**src/sv/rlfs_pkg.sv**
```systemverilog
// rlfs_pkg: shared types, phase codes, register indexes and the colour table
// for the rgb led fade and flash sequencer
// no dependencies
package rlfs_pkg;

  localparam int TABLE_SIZE  = 7;
  localparam int COLOR_COUNT = 7;

  localparam logic [7:0] ASCII_ZERO = 8'd48;
  localparam logic [7:0] FLASH_CMD  = 8'd9;

  localparam logic [2:0] PH_IDLE  = 3'd0;
  localparam logic [2:0] PH_RED   = 3'd1;
  localparam logic [2:0] PH_GREEN = 3'd2;
  localparam logic [2:0] PH_BLUE  = 3'd3;
  localparam logic [2:0] PH_OFF   = 3'd4;
  localparam logic [2:0] PH_ON    = 3'd5;

  localparam logic [1:0] REG_STEP_TICKS    = 2'd0;
  localparam logic [1:0] REG_FLASH_TICKS   = 2'd1;
  localparam logic [1:0] REG_FLASH_REPEATS = 2'd2;

  localparam logic [15:0] STEP_TICKS_RST    = 16'd10;
  localparam logic [15:0] FLASH_TICKS_RST   = 16'd1000;
  localparam logic [3:0]  FLASH_REPEATS_RST = 4'd6;

  typedef struct packed {
    logic [2:0]  phase;
    logic [7:0]  red;
    logic [7:0]  green;
    logic [7:0]  blue;
    logic [2:0]  shown;
    logic [2:0]  target;
    logic [15:0] tick_count;
    logic [3:0]  flash_left;
  } seq_state_t;

  typedef struct packed {
    logic [15:0] step_ticks;
    logic [15:0] flash_ticks;
    logic [3:0]  flash_repeats;
  } seq_cfg_t;

  // channel 0 red, 1 green, 2 blue; out-of-table index reads entry zero
  function automatic logic [7:0] palette(input logic [2:0] idx, input logic [1:0] ch);
    logic [23:0] rgb;
    begin
      case (idx)
        3'd1:    rgb = {8'd255, 8'd255, 8'd0};
        3'd2:    rgb = {8'd255, 8'd96, 8'd0};
        3'd3:    rgb = {8'd255, 8'd0, 8'd0};
        3'd4:    rgb = {8'd0, 8'd255, 8'd0};
        3'd5:    rgb = {8'd0, 8'd0, 8'd255};
        3'd6:    rgb = {8'd255, 8'd255, 8'd255};
        default: rgb = {8'd255, 8'd128, 8'd128};
      endcase
      case (ch)
        2'd0:    palette = rgb[23:16];
        2'd1:    palette = rgb[15:8];
        default: palette = rgb[7:0];
      endcase
    end
  endfunction

  localparam seq_state_t STATE_RST = '{
    phase:      PH_IDLE,
    red:        8'd255,
    green:      8'd128,
    blue:       8'd128,
    shown:      3'd0,
    target:     3'd0,
    tick_count: 16'd0,
    flash_left: 4'd0
  };

endpackage

```
**src/sv/rlfs_step.sv**
```systemverilog
// rlfs_step: next-state logic for one transaction (tick or command byte)
// depends on rlfs_pkg
module rlfs_step import rlfs_pkg::*; (
  input  seq_state_t cur,
  input  seq_cfg_t   cfg,
  input  logic       action,
  input  logic [7:0] cmd_byte,
  output seq_state_t nxt,
  output logic       accepted
);

  logic [15:0] tick_inc;
  logic [15:0] limit;
  logic        expire;
  logic [1:0]  ch;
  logic [7:0]  lvl;
  logic [7:0]  goal;
  logic [7:0]  lvl_new;
  logic [3:0]  flash_dec;
  logic [7:0]  q;
  logic        is_digit;
  logic        is_flash;

  assign tick_inc  = cur.tick_count + 16'd1;
  assign limit     = (cur.phase >= PH_OFF) ? cfg.flash_ticks : cfg.step_ticks;
  assign expire    = !(tick_inc < limit);
  assign ch        = 2'(cur.phase - PH_RED);
  assign goal      = palette(cur.target, ch);
  assign flash_dec = cur.flash_left - 4'd1;
  assign q         = cmd_byte - ASCII_ZERO;
  assign is_digit  = (cmd_byte >= ASCII_ZERO) && (q < 8'(COLOR_COUNT)) && (q < 8'(TABLE_SIZE));
  assign is_flash  = (cmd_byte >= ASCII_ZERO) && (q == FLASH_CMD);

  always_comb begin
    case (ch)
      2'd0:    lvl = cur.red;
      2'd1:    lvl = cur.green;
      default: lvl = cur.blue;
    endcase
    if (lvl < goal) begin
      lvl_new = lvl + 8'd1;
    end else if (lvl > goal) begin
      lvl_new = lvl - 8'd1;
    end else begin
      lvl_new = lvl;
    end
  end

  always_comb begin
    nxt      = cur;
    accepted = 1'b0;
    if (action) begin
      if (cur.phase == PH_IDLE) begin
        if (is_digit) begin
          accepted       = 1'b1;
          nxt.target     = q[2:0];
          nxt.red        = palette(cur.shown, 2'd0);
          nxt.green      = palette(cur.shown, 2'd1);
          nxt.blue       = palette(cur.shown, 2'd2);
          nxt.tick_count = '0;
          nxt.phase      = PH_RED;
        end else if (is_flash) begin
          accepted       = 1'b1;
          nxt.flash_left = (cfg.flash_repeats != 4'd0) ? cfg.flash_repeats : 4'd1;
          nxt.tick_count = '0;
          nxt.red        = '0;
          nxt.green      = '0;
          nxt.blue       = '0;
          nxt.phase      = PH_OFF;
        end
      end
    end else if (cur.phase != PH_IDLE) begin
      nxt.tick_count = tick_inc;
      if (expire) begin
        nxt.tick_count = '0;
        unique case (cur.phase) inside
          PH_OFF: begin
            nxt.phase = PH_ON;
            nxt.red   = palette(cur.shown, 2'd0);
            nxt.green = palette(cur.shown, 2'd1);
            nxt.blue  = palette(cur.shown, 2'd2);
          end
          PH_ON: begin
            nxt.flash_left = flash_dec;
            if (flash_dec == 4'd0) begin
              nxt.phase = PH_IDLE;
            end else begin
              nxt.phase = PH_OFF;
              nxt.red   = '0;
              nxt.green = '0;
              nxt.blue  = '0;
            end
          end
          PH_RED, PH_GREEN, PH_BLUE: begin
            if (lvl != goal) begin
              case (ch)
                2'd0:    nxt.red   = lvl_new;
                2'd1:    nxt.green = lvl_new;
                default: nxt.blue  = lvl_new;
              endcase
            end else if (cur.phase == PH_BLUE) begin
              nxt.phase = PH_IDLE;
              nxt.shown = cur.target;
            end else begin
              nxt.phase = cur.phase + 3'd1;
            end
          end
          default: nxt.phase = PH_IDLE;
        endcase
      end
    end
  end

endmodule

```
**src/sv/rgb_led_fade_and_flash_sequencer.sv**
```systemverilog
// rgb_led_fade_and_flash_sequencer: top level, state and config registers
// depends on rlfs_pkg and rlfs_step
//
//   channel  handshake            payload
//   in       in_valid/in_ready    action, cmd_byte
//   out      out_valid/out_ready  red_level, green_level, blue_level,
//                                 busy_res, accepted, color_index
//   cfg      cfg_valid/cfg_ready  cfg_index, cfg_data
//
// one transaction per cycle unless the output stalls: the sequencer state
// updates at the accepting edge and its result shows on the next cycle from
// the state registers. in_ready is high whenever the result register is
// empty or being drained, so input and output can move in the same cycle;
// a stalled result holds. cfg_ready is always high. reset restores colour
// entry zero, idle phase and the default register values.
module rgb_led_fade_and_flash_sequencer import rlfs_pkg::*; (
  input  logic        clk,
  input  logic        rst,
  input  logic        in_valid,
  output logic        in_ready,
  input  logic        action,
  input  logic [7:0]  cmd_byte,
  output logic        out_valid,
  input  logic        out_ready,
  output logic [7:0]  red_level,
  output logic [7:0]  green_level,
  output logic [7:0]  blue_level,
  output logic        busy_res,
  output logic        accepted,
  output logic [2:0]  color_index,
  input  logic        cfg_valid,
  output logic        cfg_ready,
  input  logic [1:0]  cfg_index,
  input  logic [15:0] cfg_data
);

  seq_state_t state;
  seq_state_t state_next;
  seq_cfg_t   cfg;
  logic       acc_next;
  logic       in_fire;

  assign in_ready  = !out_valid || out_ready;
  assign in_fire   = in_valid && in_ready;
  assign cfg_ready = 1'b1;

  rlfs_step u_step (
    .cur      (state),
    .cfg      (cfg),
    .action   (action),
    .cmd_byte (cmd_byte),
    .nxt      (state_next),
    .accepted (acc_next)
  );

  always_ff @(posedge clk) begin
    if (rst) begin
      state     <= STATE_RST;
      out_valid <= 1'b0;
      accepted  <= 1'b0;
    end else begin
      if (in_fire) begin
        state     <= state_next;
        accepted  <= acc_next;
        out_valid <= 1'b1;
      end else if (out_ready) begin
        out_valid <= 1'b0;
      end
    end
  end

  always_ff @(posedge clk) begin
    if (rst) begin
      cfg.step_ticks    <= STEP_TICKS_RST;
      cfg.flash_ticks   <= FLASH_TICKS_RST;
      cfg.flash_repeats <= FLASH_REPEATS_RST;
    end else if (cfg_valid) begin
      unique case (cfg_index)
        REG_STEP_TICKS:    cfg.step_ticks    <= cfg_data;
        REG_FLASH_TICKS:   cfg.flash_ticks   <= cfg_data;
        REG_FLASH_REPEATS: cfg.flash_repeats <= cfg_data[3:0];
        default: ;
      endcase
    end
  end

  // levels and status come straight from the state, which holds while stalled
  assign red_level   = state.red;
  assign green_level = state.green;
  assign blue_level  = state.blue;
  assign busy_res    = (state.phase != PH_IDLE);
  assign color_index = state.shown;

endmodule
```
**config.mk**
```make
export PLATFORM = sky130hd
export DESIGN_NAME = rgb_led_fade_and_flash_sequencer
export DESIGN_NICKNAME = d
export VERILOG_FILES = /design/src/sv/rlfs_pkg.sv /design/src/sv/rlfs_step.sv /design/src/sv/rgb_led_fade_and_flash_sequencer.sv
export SDC_FILE = /design/constraint.sdc
export NUM_CORES = 1
export LEC_CHECK = 0
export ABC_AREA = 1
export CELL_PAD_IN_SITES_DETAIL_PLACEMENT = 0
export CELL_PAD_IN_SITES_GLOBAL_PLACEMENT = 1
export CORE_UTILIZATION = 41
export DETAILED_ROUTE_END_ITERATION = 10
export DONT_BUFFER_PORTS = 1
export HOLD_SLACK_MARGIN = 0.03
export PLACE_DENSITY = 0.85
export SLEW_MARGIN = 20
export SYNTH_ARGS = -nofsm -noshare
export SYNTH_HDL_FRONTEND = slang
export SYNTH_SLANG_ARGS = --single-unit
```
**constraint.sdc**
```tcl
create_clock -name clk -period 2.79 [get_ports clk]
set_clock_uncertainty 0.05 [all_clocks]
set_input_delay 0.1395 -clock clk [delete_from_list [all_inputs] [get_ports clk]]
set_output_delay 0.1395 -clock clk [all_outputs]
set_load 0.03 [all_outputs]
```
==> results.md <==
- Leading area contributor after synthesis: dfxtp_1
- Switch share: 39.1%
- Gate Count Post-Synth: 907
- Pint: 0.00280 W
- CP max FO: 5
- First-pass GRT wire length: 27200 µm
- Detailed-route via count: 5977
- Unrepaired setup endpoints after global routing: yes
- Full die area: 14900 µm²
- Clock-pin slew on the worst setup and hold paths: 0.07 ns
- Final global-route overflow total: 0
- WL final: 17300 µm
- Sequential share of power: 31.1%
- Most frequent cells in the layout: nand2_1, nor2_1, buf_4
- Setup slack after layout: -0.250 ns
- Critical path data required time: 3.03 ns
- Setup Viol. Count Final: 50
- Switch Pwr: 0.00180 W
- Pre-CTS WS: -0.446 ns
- Net count after synthesis: 973
- Cell Area, Synth: 5930 µm²
- Clock sinks: 91
- Share of cells above drive strength 1: 24.3%
- Tightest Pin Transition: 0.934 ns
- CTS Buf Count: 9
- Die height: 122 µm
- Clk root buf: clkbuf_16
- Row cnt: 43
- Post-synthesis sequential area ratio: 30.7%
- Final instance area: 7850 µm²
- Fin crit share: 109%
- DRT iter0 DRCs: 426
- Share of power burned in combinational logic: 42.3%
- Synthesized flop and latch total: 91
- Worst vdd ir: 0.000322 V
- Fin nets: 1065
- Area contributors post-synth: dfxtp_1, nand2_1, nor2_1
- Final Instance Count excl. Fillers: 1183
- Remaining DRCs: 0
- IO buf count: 0
- Clock share of power: 26.6%
- Router iterations before antenna repair: 5
- Clock Latency Late Sink: 0.36 ns
- Static leakage: 3.73 nW
- Worst setup path category: flip-flop to flip-flop
- Detailed placer's ending HPWL: 12200 µm
- CP Cell Sequence: and3_4 -> nand3_4 -> nor2_4 -> nand2_4 -> nor3_4 -> buf_6 -> xor2_4 -> inv_1 -> ha_4 -> nand4_1 -> nor2_4 -> nand2_4 -> nand2_4 -> buf_6 -> nand4_1 -> o21ai_1 -> nand2_1 -> nand2_1
- Final Max Slew Viols: 0
- Reg2Reg Depth: 18
- Leading cell type in the layout, fill and taps excluded: nand2_1
- Max Cap Violations: 0
- Warnings from Yosys: 0
- Slowest Stage Delay on Critical Path: 0.36 ns
- Cells after DPL: 1131
- Worst hold stages: 4
- Failing checks: setup timing
- Drt wl/cell: 14.6 µm
- Clk buf depth: 2
- CP dominant cell by count: nand2_4
- CTS tree: done
- ANT nets after route: 0
- Syn Area/Cell: 6.54 µm²
- Largest net degree at the start of global routing: 48
- Outcome: complete, but fails checks
- Io pins: 64
- Placed cell area: 6670 µm²
- Area grow syn2layout: 32.4%
- Initial antenna violation count: 0
- Vias per inst: 5.05
- Final Util: 56.1%
- Distinct cell type count after synthesis: 43
- Routability cong.: 0.850
- Bufs and invs on worst path: 3
- Reg2reg setup slack: -0.25 ns
- Max-slew headroom: 37.5%
- Die X-Extent: 122 µm
- Synth top area share: 30.7%
- Initial Util: 42.4%
- GR Util All Layers: 23.5%
- Crit path time final: 3.04 ns
- Tightest Hold Check Type: input pin to flip-flop
- Slowest CP cell: dfxtp_2
- Fmax: 329 MHz
- Antenna cells: 0
- Core Box Area: 14000 µm²
- Vias in the first global route: 5522
- PwrDens: 587 nW/µm²
- Crit path max-delay family: simple AND/OR/NAND/NOR gates
- Htree depth: 3
- WP data arrival: 3.28 ns
- CP Capture Type: flip-flop
- Critical path depth in cells: 18
- Worst setup SP type: flip-flop
- Final Hold Fails: 0
-- registers in the layout, indices dropped and copies added (netlist names) --
signal	cells
accepted	1
out_valid	1
cfg	36
green_level	8
blue_level	8
red_level	8
state	26
color_index	3
-- logic make-up (layout without fill, tap and decap cells) --
logic type | count (synthesis) | after routing | share of synthesized area [%]
muxes | 15 | 15 | 2.53
AOI/OAI and AO/OA | 108 | 108 | 9.98
other | 1 | 1 | 0.0632
and+or+nand+nor | 495 | 496 | 35.3
adders and majority gates | 34 | 34 | 7.17
xor gates and xnor gates | 18 | 18 | 2.66
DFF | 91 | 91 | 30.7
buffers and inverters | 145 | 240 | 11.5
-- layer usage --
layer | wire length (µm) | global-route usage (%)
met1 | 8230 | 32.3
met2 | 7880 | 36.9
met3 | 897 | 4.74
met4 | 278 | 6.63
met5 | 0 | 0
-- cell type report --
cell class | instances | area (µm²)
fillers | 1340 | 6140
multi-input cells | 672 | 4000
flip-flops and latches | 91 | 1840
repair buffers | 133 | 1150
inverters | 92 | 358
clock buffers | 9 | 225
well taps | 180 | 225
clock inverters | 6 | 57.6
-- Yosys cell counts (all sizes together) --
cell / instances
nand2: 221
nor2: 180
dfxtp: 91
inv: 89
nand3: 58
o21ai: 51
buf: 40
a21oi: 35
ha: 34
mux2i: 15
nor3: 15
nand4: 14
clkbuf: 13
xor2: 11
a211oi: 8
xnor2: 7
o22ai: 4
a31oi: 3
clkinv: 3
nand3b: 2
nor4: 2
o211ai: 2
or2: 2
a21boi: 1
a21o: 1
and3: 1
conb: 1
o2111ai: 1
o21bai: 1
o31ai: 1
-- through the flow --
step | hold slack, ns | power [W] | setup TNS (ns)
2_1_floorplan | 0.216 | 0.00252 | -0.0142
5_1_grt | 0.0780 | 0.00487 | -17.64
3_3_place_gp | 0.158 | 0.00298 | -14.34
3_5_place_dp | 0.159 | 0.00299 | -13.83
4_1_cts | 0.0530 | 0.00444 | -6.00
6_report | 0.0738 | 0.00461 | -7.90
-- repair_timing --
action                                 CTS  global route
setup endpoints to repair               50            50
cloned                                   0             1
resized for setup                       82            54
pin swaps                               36            38
hold buffers                            24             0
setup buffers                            7             5
endpoints found under the hold margin   53             0
-- power by group through the flow --
stage                     sequential [W]  combinational [W]  clock, W
final                            0.00143            0.00195   0.00122
after global routing             0.00144            0.00214   0.00129
after CTS                        0.00143            0.00177   0.00124
after detailed placement         0.00146            0.00153         0
after global placement           0.00146            0.00152         0
after floorplan                  0.00145            0.00106         0
-- tightest hold or removal path: stages --
cell	delay, ns
nand4_1	0.09
nor3_2	0.05
nand2_1	0.07
a31oi_1	0.07
-- worst paths after layout --
path	endpoint	start
min reg2reg	cfg[20]	cfg[20]
min	accepted	cmd_byte[3]
max reg2reg	red_level[1]	state[5]
max	red_level[1]	state[5]
(Power assumes the default switching activity.)
